## src/design/mtc_pkg.sv

```systemverilog
// ============================================================================
// mtc_pkg
// Shared types and constants of the Markov transition counter.
// ============================================================================
`default_nettype none

package mtc_pkg;

    localparam int LEVELS_DEF     = 8;
    localparam int COUNT_BITS_DEF = 32;

    localparam int LVL_W   = 3;
    localparam int LC_W    = 4;
    localparam int VAL_W   = 31;
    localparam int CNT_W   = 32;
    localparam int SHARE_W = 20;
    localparam int APB_AW  = 5;
    localparam int APB_DW  = 32;

    localparam int NUM_REGS   = 8;
    localparam int NUM_BOUNDS = NUM_REGS - 1;

    localparam logic [LVL_W-1:0]   REG_LEVEL_COUNT = 3'd0;
    localparam logic [LC_W-1:0]    LEVEL_COUNT_RST = 4'd8;

    localparam logic               ACT_SAMPLE = 1'b0;
    localparam logic               ACT_READ   = 1'b1;

    localparam logic [SHARE_W-1:0] PPM_ONE        = 20'd1000000;
    localparam logic [2:0]         PPM_LAST_DIGIT = 3'd5;
    localparam logic [2:0]         DIV_SCALE_STEP = 3'd0;
    localparam logic [2:0]         DIV_LAST_STEP  = 3'd4;

    typedef enum logic [6:0] {
        ST_IDLE      = 7'b0000001,
        ST_SAMPLE_WR = 7'b0000010,
        ST_SUM       = 7'b0000100,
        ST_ADJ       = 7'b0001000,
        ST_LOAD      = 7'b0010000,
        ST_DIV       = 7'b0100000,
        ST_OUT       = 7'b1000000
    } t_state;

endpackage

`default_nettype wire

```

## src/design/mtc_if.sv

```systemverilog
// ============================================================================
// mtc_if
// Valid/ready channels for input items and result items.
// ============================================================================
`default_nettype none

interface mtc_in_if;
    logic                      valid;
    logic                      ready;
    logic                      action;
    logic [mtc_pkg::VAL_W-1:0] sample_value;
    logic [mtc_pkg::LVL_W-1:0] row_select;

    modport source (output valid, action, sample_value, row_select, input ready);
    modport sink   (input valid, action, sample_value, row_select, output ready);
endinterface

interface mtc_out_if;
    logic                        valid;
    logic                        ready;
    logic [mtc_pkg::LVL_W-1:0]   level;
    logic [mtc_pkg::LVL_W-1:0]   column;
    logic [mtc_pkg::CNT_W-1:0]   count;
    logic [mtc_pkg::SHARE_W-1:0] share_ppm;
    logic                        last;

    modport source (output valid, level, column, count, share_ppm, last, input ready);
    modport sink   (input valid, level, column, count, share_ppm, last, output ready);
endinterface

`default_nettype wire

```

## src/design/mtc_ram.sv

```systemverilog
// ============================================================================
// mtc_ram
// Simple dual-port RAM with one write port and one registered read port.
// ============================================================================
`default_nettype none

module mtc_ram #(
    parameter int WIDTH = 32,
    parameter int DEPTH = 64
) (
    input  wire logic                     i_clk,
    input  wire logic                     i_we,
    input  wire logic [$clog2(DEPTH)-1:0] i_waddr,
    input  wire logic [WIDTH-1:0]         i_wdata,
    input  wire logic                     i_re,
    input  wire logic [$clog2(DEPTH)-1:0] i_raddr,
    output logic      [WIDTH-1:0]         o_rdata
);

    logic [WIDTH-1:0] r_mem [DEPTH];

    always_ff @(posedge i_clk) begin
        if (i_we) begin
            r_mem[i_waddr] <= i_wdata;
        end
        if (i_re) begin
            o_rdata <= r_mem[i_raddr];
        end
    end

endmodule

`default_nettype wire

```

## src/design/markov_transition_counter_top.sv

```systemverilog
// ============================================================================
// markov_transition_counter_top
// Counts level-to-level transitions; a sample is read, then written back when
// the output register is free, which also registers its result. A readout
// totals the row by column, adjusts it, then per column loads the count, runs
// long division unless the share is known directly, and outputs the result.
// Reset restores the control and APB registers; valid bits clear all counts.
// ============================================================================
`default_nettype none

module markov_transition_counter_top #(
    parameter int LEVELS     = mtc_pkg::LEVELS_DEF,
    parameter int COUNT_BITS = mtc_pkg::COUNT_BITS_DEF
) (
    input  wire logic                        i_clk,
    input  wire logic                        i_rst_n,
    mtc_in_if.sink                           i_in,
    mtc_out_if.source                        o_out,
    input  wire logic                        psel,
    input  wire logic                        penable,
    input  wire logic                        pwrite,
    input  wire logic [mtc_pkg::APB_AW-1:0]  paddr,
    input  wire logic [mtc_pkg::APB_DW-1:0]  pwdata,
    output logic      [mtc_pkg::APB_DW-1:0]  prdata,
    output logic                             pready
);

    localparam int DEPTH = LEVELS * LEVELS;
    localparam int AW    = $clog2(DEPTH);
    localparam int TW    = COUNT_BITS + $clog2(LEVELS) + 1;
    localparam int RW    = TW + 4;
    localparam int LW    = mtc_pkg::LVL_W;
    localparam int SW    = mtc_pkg::SHARE_W;
    localparam logic [COUNT_BITS-1:0] COUNT_MAX = {COUNT_BITS{1'b1}};
    localparam logic [2:0] DIV_LAST_STEP_W = mtc_pkg::DIV_LAST_STEP;

    function automatic logic [AW-1:0] addr_of(input logic [LW-1:0] row,
                                              input logic [LW-1:0] col);
        return AW'(int'(row) * LEVELS + int'(col));
    endfunction

    // Configuration registers.
    logic [mtc_pkg::LC_W-1:0]  r_level_count;
    logic [mtc_pkg::VAL_W-1:0] r_bound [1:mtc_pkg::NUM_BOUNDS];
    logic [LW-1:0]             cfg_idx;
    logic                      cfg_wr;

    // Control state.
    mtc_pkg::t_state r_state, n_state;
    logic [LW-1:0]   r_prev, n_prev;
    logic            r_has_prev, n_has_prev;
    logic [DEPTH-1:0] r_vld, n_vld;
    logic            r_o_valid, n_o_valid;

    // Datapath registers.
    logic [LW-1:0]         r_lv, n_lv;
    logic [AW-1:0]         r_wr_addr, n_wr_addr;
    logic                  r_do_wr, n_do_wr;
    logic [LW-1:0]         r_row, n_row;
    logic [LW-1:0]         r_col, n_col;
    logic [TW-1:0]         r_total, n_total;
    logic [COUNT_BITS-1:0] r_diag, n_diag;
    logic                  r_adj_en, n_adj_en;
    logic [LW-1:0]         r_adj_col, n_adj_col;
    logic [TW-1:0]         r_run, n_run;
    logic [SW-1:0]         r_given, n_given;
    logic [TW-1:0]         r_val, n_val;
    logic [RW-1:0]         r_rem, n_rem;
    logic [SW-1:0]         r_q, n_q;
    logic [2:0]            r_digit, n_digit;
    logic [2:0]            r_step, n_step;
    logic [SW-1:0]         r_share, n_share;
    logic                  r_rd_vld;

    logic [LW-1:0]           r_o_level, n_o_level;
    logic [LW-1:0]           r_o_column, n_o_column;
    logic [mtc_pkg::CNT_W-1:0] r_o_count, n_o_count;
    logic [SW-1:0]           r_o_share, n_o_share;
    logic                    r_o_last, n_o_last;

    // Memory port.
    logic                  ram_we, ram_re;
    logic [AW-1:0]         ram_waddr, ram_raddr;
    logic [COUNT_BITS-1:0] ram_wdata, ram_rdata;

    // Combinational helpers.
    logic [mtc_pkg::LC_W-1:0] n_eff;
    logic [LW-1:0]            lv;
    logic                     in_fire, out_fire, can_load, last_col;
    logic [COUNT_BITS-1:0]    mem_val;
    logic [TW-1:0]            v_adj, run_sum;
    logic [RW-1:0]            sub_op;
    logic [1:0]               sub_sh;
    logic [SW-1:0]            q_next;
    logic [RW-1:0]            rem_next;

    mtc_ram #(
        .WIDTH (COUNT_BITS),
        .DEPTH (DEPTH)
    ) u_count_ram (
        .i_clk   (i_clk),
        .i_we    (ram_we),
        .i_waddr (ram_waddr),
        .i_wdata (ram_wdata),
        .i_re    (ram_re),
        .i_raddr (ram_raddr),
        .o_rdata (ram_rdata)
    );

    // APB register file.
    assign pready  = 1'b1;
    assign cfg_idx = paddr[mtc_pkg::APB_AW-1:2];
    assign cfg_wr  = psel && penable && pwrite;

    always_comb begin
        if (cfg_idx == mtc_pkg::REG_LEVEL_COUNT) begin
            prdata = mtc_pkg::APB_DW'(r_level_count);
        end else begin
            prdata = mtc_pkg::APB_DW'(r_bound[cfg_idx]);
        end
    end

    always_ff @(posedge i_clk) begin
        if (!i_rst_n) begin
            r_level_count <= mtc_pkg::LEVEL_COUNT_RST;
            for (int k = 1; k <= mtc_pkg::NUM_BOUNDS; k++) begin
                r_bound[k] <= '0;
            end
        end else if (cfg_wr) begin
            if (cfg_idx == mtc_pkg::REG_LEVEL_COUNT) begin
                r_level_count <= pwdata[mtc_pkg::LC_W-1:0];
            end
            for (int k = 1; k <= mtc_pkg::NUM_BOUNDS; k++) begin
                if (cfg_idx == LW'(k)) begin
                    r_bound[k] <= pwdata[mtc_pkg::VAL_W-1:0];
                end
            end
        end
    end

    // Effective level count and sample classification.
    always_comb begin
        if (r_level_count == '0) begin
            n_eff = mtc_pkg::LC_W'(1);
        end else if (r_level_count > mtc_pkg::LC_W'(LEVELS)) begin
            n_eff = mtc_pkg::LC_W'(LEVELS);
        end else begin
            n_eff = r_level_count;
        end
    end

    always_comb begin
        lv = LW'(n_eff - mtc_pkg::LC_W'(1));
        for (int k = mtc_pkg::NUM_BOUNDS; k >= 1; k--) begin
            if ((mtc_pkg::LC_W'(k) < n_eff) && (i_in.sample_value < r_bound[k])) begin
                lv = LW'(k - 1);
            end
        end
    end

    assign in_fire  = i_in.valid && i_in.ready;
    assign out_fire = r_o_valid && o_out.ready;
    assign can_load = !r_o_valid || o_out.ready;
    assign last_col = ({1'b0, r_col} + mtc_pkg::LC_W'(1)) == n_eff;

    assign mem_val   = r_rd_vld ? ram_rdata : '0;
    assign v_adj     = TW'(mem_val) + TW'(r_adj_en && (r_col == r_adj_col));
    assign run_sum   = r_run + v_adj;
    assign ram_waddr = r_wr_addr;
    assign ram_wdata = (mem_val == COUNT_MAX) ? mem_val : mem_val + COUNT_BITS'(1);

    assign sub_sh = 2'(DIV_LAST_STEP_W - r_step);
    assign sub_op = RW'(r_total) << sub_sh;

    always_comb begin
        if (r_rem >= sub_op) begin
            rem_next = r_rem - sub_op;
            q_next   = r_q + (SW'(1) << sub_sh);
        end else begin
            rem_next = r_rem;
            q_next   = r_q;
        end
    end

    always_comb begin
        n_state    = r_state;
        n_prev     = r_prev;
        n_has_prev = r_has_prev;
        n_vld      = r_vld;
        n_lv       = r_lv;
        n_wr_addr  = r_wr_addr;
        n_do_wr    = r_do_wr;
        n_row      = r_row;
        n_col      = r_col;
        n_total    = r_total;
        n_diag     = r_diag;
        n_adj_en   = r_adj_en;
        n_adj_col  = r_adj_col;
        n_run      = r_run;
        n_given    = r_given;
        n_val      = r_val;
        n_rem      = r_rem;
        n_q        = r_q;
        n_digit    = r_digit;
        n_step     = r_step;
        n_share    = r_share;
        n_o_level  = r_o_level;
        n_o_column = r_o_column;
        n_o_count  = r_o_count;
        n_o_share  = r_o_share;
        n_o_last   = r_o_last;
        n_o_valid  = out_fire ? 1'b0 : r_o_valid;
        ram_we     = 1'b0;
        ram_re     = 1'b0;
        ram_raddr  = '0;

        case (r_state)
            mtc_pkg::ST_IDLE: begin
                if (in_fire) begin
                    if (i_in.action == mtc_pkg::ACT_SAMPLE) begin
                        n_lv       = lv;
                        n_wr_addr  = addr_of(r_prev, lv);
                        n_do_wr    = r_has_prev;
                        ram_re     = r_has_prev;
                        ram_raddr  = addr_of(r_prev, lv);
                        n_prev     = lv;
                        n_has_prev = 1'b1;
                        n_state    = mtc_pkg::ST_SAMPLE_WR;
                    end else if ({1'b0, i_in.row_select} < n_eff) begin
                        n_row     = i_in.row_select;
                        n_col     = '0;
                        n_total   = '0;
                        ram_re    = 1'b1;
                        ram_raddr = addr_of(i_in.row_select, '0);
                        n_state   = mtc_pkg::ST_SUM;
                    end
                end
            end
            mtc_pkg::ST_SAMPLE_WR: begin
                if (can_load) begin
                    ram_we = r_do_wr;
                    if (r_do_wr) begin
                        n_vld[r_wr_addr] = 1'b1;
                    end
                    n_o_valid  = 1'b1;
                    n_o_level  = r_lv;
                    n_o_column = '0;
                    n_o_count  = '0;
                    n_o_share  = '0;
                    n_o_last   = 1'b1;
                    n_state    = mtc_pkg::ST_IDLE;
                end
            end
            mtc_pkg::ST_SUM: begin
                n_total = r_total + TW'(mem_val);
                if (r_col == r_row) begin
                    n_diag = mem_val;
                end
                if (last_col) begin
                    n_state = mtc_pkg::ST_ADJ;
                end else begin
                    n_col     = r_col + LW'(1);
                    ram_re    = 1'b1;
                    ram_raddr = addr_of(r_row, r_col + LW'(1));
                end
            end
            mtc_pkg::ST_ADJ: begin
                if (TW'(r_diag) == r_total) begin
                    n_adj_en = 1'b1;
                    n_total  = r_total + TW'(1);
                end else begin
                    n_adj_en = 1'b0;
                end
                n_adj_col = (r_row == '0) ? LW'(1) : r_row - LW'(1);
                n_col     = '0;
                n_run     = '0;
                n_given   = '0;
                ram_re    = 1'b1;
                ram_raddr = addr_of(r_row, '0);
                n_state   = mtc_pkg::ST_LOAD;
            end
            mtc_pkg::ST_LOAD: begin
                n_val = v_adj;
                n_run = run_sum;
                if (run_sum == r_total) begin
                    n_share = mtc_pkg::PPM_ONE - r_given;
                    n_state = mtc_pkg::ST_OUT;
                end else if (v_adj == '0) begin
                    n_share = '0;
                    n_state = mtc_pkg::ST_OUT;
                end else begin
                    n_rem   = RW'(v_adj);
                    n_q     = '0;
                    n_digit = '0;
                    n_step  = mtc_pkg::DIV_SCALE_STEP;
                    n_state = mtc_pkg::ST_DIV;
                end
            end
            mtc_pkg::ST_DIV: begin
                if (r_step == mtc_pkg::DIV_SCALE_STEP) begin
                    n_rem  = (r_rem << 3) + (r_rem << 1);
                    n_q    = (r_q << 3) + (r_q << 1);
                    n_step = r_step + 3'd1;
                end else begin
                    n_rem = rem_next;
                    n_q   = q_next;
                    if (r_step == mtc_pkg::DIV_LAST_STEP) begin
                        n_step = mtc_pkg::DIV_SCALE_STEP;
                        if (r_digit == mtc_pkg::PPM_LAST_DIGIT) begin
                            n_share = q_next;
                            n_given = r_given + q_next;
                            n_state = mtc_pkg::ST_OUT;
                        end else begin
                            n_digit = r_digit + 3'd1;
                        end
                    end else begin
                        n_step = r_step + 3'd1;
                    end
                end
            end
            mtc_pkg::ST_OUT: begin
                if (can_load) begin
                    n_o_valid  = 1'b1;
                    n_o_level  = r_row;
                    n_o_column = r_col;
                    n_o_count  = (64'(r_val) > 64'hFFFF_FFFF) ? 32'hFFFF_FFFF : 32'(r_val);
                    n_o_share  = r_share;
                    n_o_last   = last_col;
                    if (last_col) begin
                        n_state = mtc_pkg::ST_IDLE;
                    end else begin
                        n_col     = r_col + LW'(1);
                        ram_re    = 1'b1;
                        ram_raddr = addr_of(r_row, r_col + LW'(1));
                        n_state   = mtc_pkg::ST_LOAD;
                    end
                end
            end
            default: begin
                n_state = mtc_pkg::ST_IDLE;
            end
        endcase
    end

    always_ff @(posedge i_clk) begin
        if (!i_rst_n) begin
            r_state    <= mtc_pkg::ST_IDLE;
            r_prev     <= '0;
            r_has_prev <= 1'b0;
            r_vld      <= '0;
            r_o_valid  <= 1'b0;
        end else begin
            r_state    <= n_state;
            r_prev     <= n_prev;
            r_has_prev <= n_has_prev;
            r_vld      <= n_vld;
            r_o_valid  <= n_o_valid;
        end
    end

    always_ff @(posedge i_clk) begin
        r_lv       <= n_lv;
        r_wr_addr  <= n_wr_addr;
        r_do_wr    <= n_do_wr;
        r_row      <= n_row;
        r_col      <= n_col;
        r_total    <= n_total;
        r_diag     <= n_diag;
        r_adj_en   <= n_adj_en;
        r_adj_col  <= n_adj_col;
        r_run      <= n_run;
        r_given    <= n_given;
        r_val      <= n_val;
        r_rem      <= n_rem;
        r_q        <= n_q;
        r_digit    <= n_digit;
        r_step     <= n_step;
        r_share    <= n_share;
        r_o_level  <= n_o_level;
        r_o_column <= n_o_column;
        r_o_count  <= n_o_count;
        r_o_share  <= n_o_share;
        r_o_last   <= n_o_last;
        if (ram_re) begin
            r_rd_vld <= r_vld[ram_raddr];
        end
    end

    assign i_in.ready      = (r_state == mtc_pkg::ST_IDLE);
    assign o_out.valid     = r_o_valid;
    assign o_out.level     = r_o_level;
    assign o_out.column    = r_o_column;
    assign o_out.count     = r_o_count;
    assign o_out.share_ppm = r_o_share;
    assign o_out.last      = r_o_last;

`ifndef SYNTHESIS
    a_no_rw_overlap: assert property (@(posedge i_clk) disable iff (!i_rst_n)
        !(ram_we && ram_re))
        else $error("Count memory read and write in the same cycle.");

    a_sample_wb: assert property (@(posedge i_clk) disable iff (!i_rst_n)
        (in_fire && (i_in.action == mtc_pkg::ACT_SAMPLE))
        |=> (r_state == mtc_pkg::ST_SAMPLE_WR))
        else $error("Sample transfer not followed by its write-back cycle.");

    a_rem_bound: assert property (@(posedge i_clk) disable iff (!i_rst_n)
        ((r_state == mtc_pkg::ST_DIV) && (r_step == mtc_pkg::DIV_SCALE_STEP))
        |-> (r_rem < RW'(r_total)))
        else $error("Division remainder not below the row total.");

    a_quot_bound: assert property (@(posedge i_clk) disable iff (!i_rst_n)
        (r_state == mtc_pkg::ST_DIV) |-> (r_q < mtc_pkg::PPM_ONE))
        else $error("Partial share exceeds one million.");

    a_share_bound: assert property (@(posedge i_clk) disable iff (!i_rst_n)
        r_o_valid |-> (r_o_share <= mtc_pkg::PPM_ONE))
        else $error("Result share exceeds one million.");
`endif

endmodule

`default_nettype wire
```

## src/flat_wrapper.sv

```systemverilog
// flat-port wrapper written by rule: the top's interface ports become plain ports
module markov_transition_counter_top_flat 
#(
    parameter int LEVELS     = mtc_pkg::LEVELS_DEF,
    parameter int COUNT_BITS = mtc_pkg::COUNT_BITS_DEF
)
  (i_clk, i_rst_n, psel, penable, pwrite, paddr, pwdata, prdata, pready, i_in_valid, i_in_action, i_in_sample_value, i_in_row_select, i_in_ready, o_out_valid, o_out_level, o_out_column, o_out_count, o_out_share_ppm, o_out_last, o_out_ready);
  mtc_in_if i_in_i ();
  mtc_out_if o_out_i ();
  input  wire logic i_clk;
  input  wire logic i_rst_n;
  input  wire logic psel;
  input  wire logic penable;
  input  wire logic pwrite;
  input  wire logic [mtc_pkg::APB_AW-1:0] paddr;
  input  wire logic [mtc_pkg::APB_DW-1:0] pwdata;
  output logic      [mtc_pkg::APB_DW-1:0] prdata;
  output logic pready;
  input wire logic [$bits(i_in_i.valid)-1:0] i_in_valid;
  input wire logic [$bits(i_in_i.action)-1:0] i_in_action;
  input wire logic [$bits(i_in_i.sample_value)-1:0] i_in_sample_value;
  input wire logic [$bits(i_in_i.row_select)-1:0] i_in_row_select;
  output wire logic [$bits(i_in_i.ready)-1:0] i_in_ready;
  output wire logic [$bits(o_out_i.valid)-1:0] o_out_valid;
  output wire logic [$bits(o_out_i.level)-1:0] o_out_level;
  output wire logic [$bits(o_out_i.column)-1:0] o_out_column;
  output wire logic [$bits(o_out_i.count)-1:0] o_out_count;
  output wire logic [$bits(o_out_i.share_ppm)-1:0] o_out_share_ppm;
  output wire logic [$bits(o_out_i.last)-1:0] o_out_last;
  input wire logic [$bits(o_out_i.ready)-1:0] o_out_ready;
  assign i_in_i.valid = i_in_valid;
  assign i_in_i.action = i_in_action;
  assign i_in_i.sample_value = i_in_sample_value;
  assign i_in_i.row_select = i_in_row_select;
  assign i_in_ready = i_in_i.ready;
  assign o_out_valid = o_out_i.valid;
  assign o_out_level = o_out_i.level;
  assign o_out_column = o_out_i.column;
  assign o_out_count = o_out_i.count;
  assign o_out_share_ppm = o_out_i.share_ppm;
  assign o_out_last = o_out_i.last;
  assign o_out_i.ready = o_out_ready;
  markov_transition_counter_top #(.LEVELS(LEVELS), .COUNT_BITS(COUNT_BITS)) u_core (.i_clk(i_clk), .i_rst_n(i_rst_n), .i_in(i_in_i), .o_out(o_out_i), .psel(psel), .penable(penable), .pwrite(pwrite), .paddr(paddr), .pwdata(pwdata), .prdata(prdata), .pready(pready));
endmodule
```

## config.mk

```make
export PLATFORM = sky130hd
export DESIGN_NAME = markov_transition_counter_top_flat
export DESIGN_NICKNAME = d
export VERILOG_FILES = /design/src/design/mtc_pkg.sv /design/src/design/mtc_if.sv /design/src/design/mtc_ram.sv /design/src/design/markov_transition_counter_top.sv /design/src/flat_wrapper.sv
export SDC_FILE = /design/constraint.sdc
export NUM_CORES = 2
export LEC_CHECK = 0
export ABC_AREA = 1
export BUFFER_PORTS_ARGS = -buffer_cell sky130_fd_sc_hd__buf_4
export CELL_PAD_IN_SITES_DETAIL_PLACEMENT = 2
export CELL_PAD_IN_SITES_GLOBAL_PLACEMENT = 2
export CORE_MARGIN = 5
export CORE_UTILIZATION = 45
export DETAILED_ROUTE_END_ITERATION = 7
export GPL_ROUTABILITY_DRIVEN = 0
export HOLD_SLACK_MARGIN = 0.12
export PLACE_DENSITY = 0.86
export SYNTH_ARGS = -nofsm -noshare
export SYNTH_HDL_FRONTEND = slang
export SYNTH_SLANG_ARGS = --single-unit
```

## constraint.sdc

```tcl
create_clock -name i_clk -period 12.8 [get_ports i_clk]
set_input_delay 2.56 -clock i_clk [delete_from_list [all_inputs] [get_ports i_clk]]
set_output_delay 2.56 -clock i_clk [all_outputs]
set_load 0.05 [all_outputs]
```

# Word-level counts from Yosys, hierarchy flattened
# Memories as Yosys holds them, arrays and structs flattened. A register that Yosys moved wholly into a read port is not among the register bits.
# Index checks and enable logic that the tools add are counted.
[word_totals]
register_bits = 406
ramBits = 2265
output_inout_bits = 94
word_cells = 304
memories = 2
[op_classes]
n_addsub = 20
n_lt_le_gt_ge = 21
n_eq_ne = 38
shifts = 2
muxes = 142
bitwise = 9
n_reduce_logical = 41
[mem_list]
columns = ["name", "words", "width", "read_ports", "rd_ports_with_merged_regs", "wr", "line", "text"]
rows = [
  ["u_core.u_count_ram.r_mem", 64, 32, 1, 1, 1, "mtc_ram.sv:20", "logic [WIDTH-1:0] r_mem [DEPTH];"],
  ["u_core.r_bound", 7, 31, 8, 0, 7, "markov_transition_counter_top.sv:44", "logic [mtc_pkg::VAL_W-1:0] r_bound [1:mtc_pkg::NUM_BOUNDS];"],
]
[ops]
columns = ["operator", "n"]
rows = [
  ["2-to-1 mux 20 bit", 14],
  ["2-to-1 mux 31 bit", 8],
  ["< comparator 31 bit", 7],
  ["2-to-1 mux 32 bit", 5],
  ["2-to-1 mux 40 bit", 4],
  ["case mux 20 bit (2 select lines)", 4],
  ["2-to-1 mux 36 bit", 4],
  ["case mux 36 bit (3 select lines)", 1],
  ["case mux 40 bit (2 select lines)", 1],
  ["2-to-1 mux 7 bit", 11],
  ["case mux 36 bit (2 select lines)", 1],
  ["2-to-1 mux 3 bit", 23],
  ["bitwise OR 64 bit", 1],
  ["case mux 32 bit (2 select lines)", 1],
  ["adder 20 bit", 3],
  ["case mux 7 bit (7 select lines)", 1],
  ["2-to-1 mux 1 bit", 46],
  ["adder 40 bit", 1],
  ["greater-or-equal comparator 40 bit", 1],
  ["<< shifter 36 x 2 -> 40 bit", 1],
  ["subtractor 40 bit", 1],
  ["adder 36 x 1 -> 36 bit (second input constant)", 1],
  ["adder 36 x 32 -> 36 bit", 1],
  ["adder 36 bit", 1],
  ["64 further kinds", 131],
]

# Logic depth before layout (Yosys ltp)
[depth]
word_depth = 18
ltp_mapped = 40
mapped_depth_nobuf = 35

# Hierarchy
# A second synthesis with hierarchy kept.
[unflattened]
cells_unflattened = 12441
area_unflattened_um2 = 127877.6
[by_module_without_submodules]
columns = ["module", "instances", "cells_each", "area_each_um2", "seq_area_each_um2"]
rows = [
  ["mtc_ram", 1, 6785, 83106.0, 62459.9],
  ["markov_transition_counter_top", 1, 5656, 44771.7, 17727.0],
]

# Worst setup path after synthesis
# Ideal clock, no wire load.
[synth_timing]
kind = "input port to output port"
startpoint = "input port paddr[3] (netlist name)"
endpoint = "output port prdata[15] (netlist name)"
arrival_ns = 4.899
t_required_ns = 10.240
setup_slack_ns = 5.341
stages = 9
path_buffers = 3
cell_sequence = "clkbuf_1 inv_1 nor2_1 inv_1 clkbuf_1 buf_1 o22ai_1 a21oi_1 o21ai_0"
[synth_via]
elab_chain_len = 2
word_cells_on_any_way = 3
classes_between = "mux (1); reduce/logical (1); memory (1)"
[synth_rtl]
columns = ["element", "line", "text"]
rows = [
  ["from (decl)", "flat_wrapper.sv:15", "input wire logic [mtc_pkg::APB_AW-1:0] paddr;"],
  ["memory (7 x 31 bit) / zero test 3 bit (equally long branches)", "--", ""],
  ["2-to-1 mux 31 bit *", "markov_transition_counter_top.sv:116", "if (cfg_idx == mtc_pkg::REG_LEVEL_COUNT) begin"],
  ["to (decl)", "flat_wrapper.sv:17", "output logic [mtc_pkg::APB_DW-1:0] prdata;"],
]
# Mark *: on every way between the ends. The rest lies on a longest branch, timed or not.

# Worst setup path in the final report
[layout_timing]
startpoint = "register u_core.r_col[1]"
endpoint = "register u_core.r_q[15] (enable)"
[layout_via]
elab_chain_len = 7
word_cells_on_any_way = 9
classes_between = "add/sub (2); eq/ne (4); reduce/logical (3)"
[layout_rtl]
columns = ["element", "line", "text"]
rows = [
  ["from (decl)", "markov_transition_counter_top.sv:60", "logic [LW-1:0] r_col, n_col;"],
  ["from (signal assigned)", "markov_transition_counter_top.sv:366", "r_col <= n_col;"],
  ["== test 3 bit *", "markov_transition_counter_top.sv:167", "assign v_adj = TW'(mem_val) + TW'(r_adj_en && (r_col == r_adj_col));"],
  ["logical AND 1 bit *", "markov_transition_counter_top.sv:167", ""],
  ["adder 32 x 1 -> 33 bit *", "markov_transition_counter_top.sv:167", ""],
  ["net u_core.v_adj[29]", "markov_transition_counter_top.sv:91", "logic [TW-1:0] v_adj, run_sum;"],
  ["adder 36 bit", "markov_transition_counter_top.sv:168", "assign run_sum = r_run + v_adj;"],
  ["== test 36 bit", "markov_transition_counter_top.sv:285", "if (run_sum == r_total) begin"],
  ["!= test 2 bit (no source line)", "--", ""],
  ["AND reduction 3 bit (no source line) *", "--", ""],
  ["to (signal assigned)", "markov_transition_counter_top.sv:375", "r_q <= n_q;"],
  ["to (decl)", "markov_transition_counter_top.sv:69", "logic [SW-1:0] r_q, n_q;"],
]
# The timed path passes the listed nets; every way through them passes the cells marked *.
# A chain may end at the register's enable or synchronous reset.

==> results.cfg <==
[run]
cap_viol_max_count = 0

[global_routing]
grt_pass1_vias = 128000
grt_pass1_wl_mm = 899
grt_use_total = 0.388
overflow = 0
grt_max_degree = 180
antenna_found_initial = 26

[pwr]
p_per_area_nw_per_um2 = 187
peakVddDrop_uv = 155
power_leakage_nw = 61.1
finalPower_mw = 28.3

[timing]
tns_ns = 0
clock_skew_ns = 0.0960
period_share = 0.769
min_period_ns = 9.85
maxSlewViolCount = 0
grt_setup_unrepaired = false
max_freq_mhz = 102
final_hold_viol_count = 0
worst_pin_slew_ns = 1.36
max_slew_margin = 0.0930
setup_viol = 0

[critical_path]
crit_buf_inv = 6
cp_max_fo = 23
crit_path_end_kind = register
cp_slowest_cell = xnor3_1
criticalPathCategory = reg -> reg
arrival_ns = 10.34
slowest_delay_ns = 0.70
path_delay_family = simple AND/OR/NAND/NOR gates
crit_path_start_kind = register
required_ns = 13.29

[placement]
io_buffers = 167
place_hpwl_mm = 338

[synth]
synth_compound_area_frac = 0.0452
synth-edff-count = 2617
ys.flop_type = edfxtp_1
ys_ff_latch = 2697
syn_nets = 14200
yosysWarnings = 0
syn-cell-area_sq_um = 135000
post_synth_num_cell_types = 73
synthSimpleGateAreaFrac = 0.226
ys_seq_area_frac = 0.593
synth_cells = 13700
async_flop_share = 0
synthMuxAreaShare = 0.00126
synthAdderAreaFrac = 0.0390
syn_area_per_cell_sq_um = 9.85
synth_top_family_by_area = simple AND/OR/NAND/NOR gates
yosys.area_share.xor_xnor = 0.0128

[die]
die_area_sq_um = 312000
io_pins = 173
initial_core_util = 0.451
core_area_sq_um = 300000
dieHeight_um = 558
std_cell_rows = 201
die_x_um = 558

[clock_tree]
cts_setup_buffers = 0
ctsResizeCount = 0
cts_made_buffers = 312
cts.reportedPaths.clkPinSlew_ns = 0.06
cts-hold-fix-buffers = 0
numClockSinks = 2697
clock_latency_ns = 0.98
clk_path_buf_depth = 4
cts_root_buffer = clkbuf_16
cts_tree = built
htree_levels = 5

[cells_and_area]
layout.nets = 14200
post_route_cells_drive_above_1_share = 0.0725
regArea_sq_um = 80200
areaGrowthSynthToFinish_pct = 11.9
multi_input_comb_area_sq_um = 45100
fin_util = 0.505
n_fill_cell = 30100

[detailed_routing]
drtIter0Drc = 13200
routed_via_density = 6.45
drcViolationCount = 0
wirelength_mm = 620
ant_nets = 0
wl_per_cell_um = 34.5
vias = 116000
dr.pass1.iters = 8

[status]
outcome = finished clean

[hold_path]
holdCritPathClass = reg -> reg
placed cells by master, fill, tap and decap left out, types with 42 or more instances in the layout:
| cell type | count |
|---|---|
| o22ai_1 | 99 |
| clkinv_1 | 75 |
| buf_4 | 362 |
| dfxtp_1 | 80 |
| nand3b_1 | 710 |
| nor2_1 | 857 |
| nor2_4 | 67 |
| nand2_1 | 2136 |
| a21oi_1 | 468 |
| or2_2 | 49 |
| inv_1 | 2160 |
| edfxtp_1 | 2617 |
| o21ai_0 | 327 |
| clkinv_2 | 42 |
| xnor2_1 | 53 |
| nor3_1 | 54 |
| ha_1 | 410 |
| clkbuf_1 | 80 |
| nand4_1 | 55 |
| xor2_1 | 99 |
| nand3_1 | 2430 |
| clkbuf_16 | 316 |
path summary, 6_finish.rpt:
kind	from	to	slack [ns]	depth (start not counted)
worst max register to register	u_core.r_col[1]	u_core.r_q[15]	2.95	30
worst max-delay path	u_core.r_col[1]	u_core.r_q[15]	2.95	30
worst min-delay path	u_core.r_has_prev	u_core.r_do_wr	0.45	0
worst min register to register	u_core.r_has_prev	u_core.r_do_wr	0.45	0
sequential cells by signal, indices dropped and copies added, names as in the netlist, 4 cells and up:
| register | count |
|---|---|
| u_core.r_rem | 40 |
| u_core.u_count_ram.r_mem | 2048 |
| u_core.r_run | 36 |
| u_core.r_level_count | 4 |
| u_core.r_given | 20 |
| u_core.r_vld | 64 |
| u_core.r_q | 20 |
| u_core.u_count_ram.o_rdata | 32 |
| u_core.r_total | 36 |
| u_core.o_out.count | 32 |
| u_core.r_share | 20 |
| u_core.r_val | 33 |
| u_core.r_diag | 32 |
| u_core.r_wr_addr | 4 |
| u_core.r_state | 7 |
| u_core.o_out.share_ppm | 20 |
| u_core.r_bound | 217 |
per-layer routing:
metal | up-vias | wire length [um] | track usage
met5 | - | 169 | 0
met4 | 24 | 48700 | 0.257
met3 | 2647 | 49700 | 0.0706
met2 | 7145 | 301000 | 0.661
met1 | 59300 | 221000 | 0.448
li1 | 46600 | - | -
logic make-up after synthesis:
family	count (synthesis)
and+or+nand+nor	6445
buffers and inverters	2860
DFF	2697
AOI/OAI and AO/OA	1097
adders and majority gates	417
xor gates and xnor gates	187
muxes	17
other	2
stage by stage:
stage | instances | hold slack (ns) | setup WS, ns | instance area, sq um
after global routing | 17900 | 0.456 | 2.74 | 151000
after global placement | 17400 | 0.414 | 3.51 | 141000
after CTS | 17900 | 0.444 | 3.26 | 151000
final | 18000 | 0.454 | 2.95 | 151000
after floorplan | 13700 | 0.408 | 5.34 | 135000
after detailed placement | 17400 | 0.432 | 3.27 | 141000
synth_stat cells (all sizes together) (32+ instances only):
cell type  count  share of area
dfxtp         80          0.012
or2           52         0.0024
nand2       2150          0.060
a31oi         32         0.0015
o21a          32         0.0018
xnor2         53         0.0034
nand4         56         0.0026
buf          351          0.013
xor2         128         0.0083
nor3          59         0.0024
clkbuf       329         0.0091
nor2         934          0.026
inv         2177          0.060
ha           410          0.038
nand3b       710          0.039
edfxtp      2617           0.58
o21ai        344          0.013
o22ai         99         0.0046
nand3       2434          0.090
a21oi        471          0.018
final cells by class:
cell class	instances	share of cell area
Multi-Input combinational cell	8165	0.298
Clock inverter	159	0.00994
Tap cell	3958	0.0327
Inverter	2180	0.0543
Clock buffer	406	0.0551
Timing Repair Buffer	380	0.0203
Antenna cell	11	0.000182
Sequential cell	2697	0.530
power breakdown:
part	switching (mW)	total [mW]	internal, mW	leakage, nW
Combinational	6.09	7.88	1.79	31.8
Sequential	0.294	11.1	10.8	24.5
Clock	4.26	9.28	5.02	4.79
No activity file was read; power rests on OpenSTA's default activity.
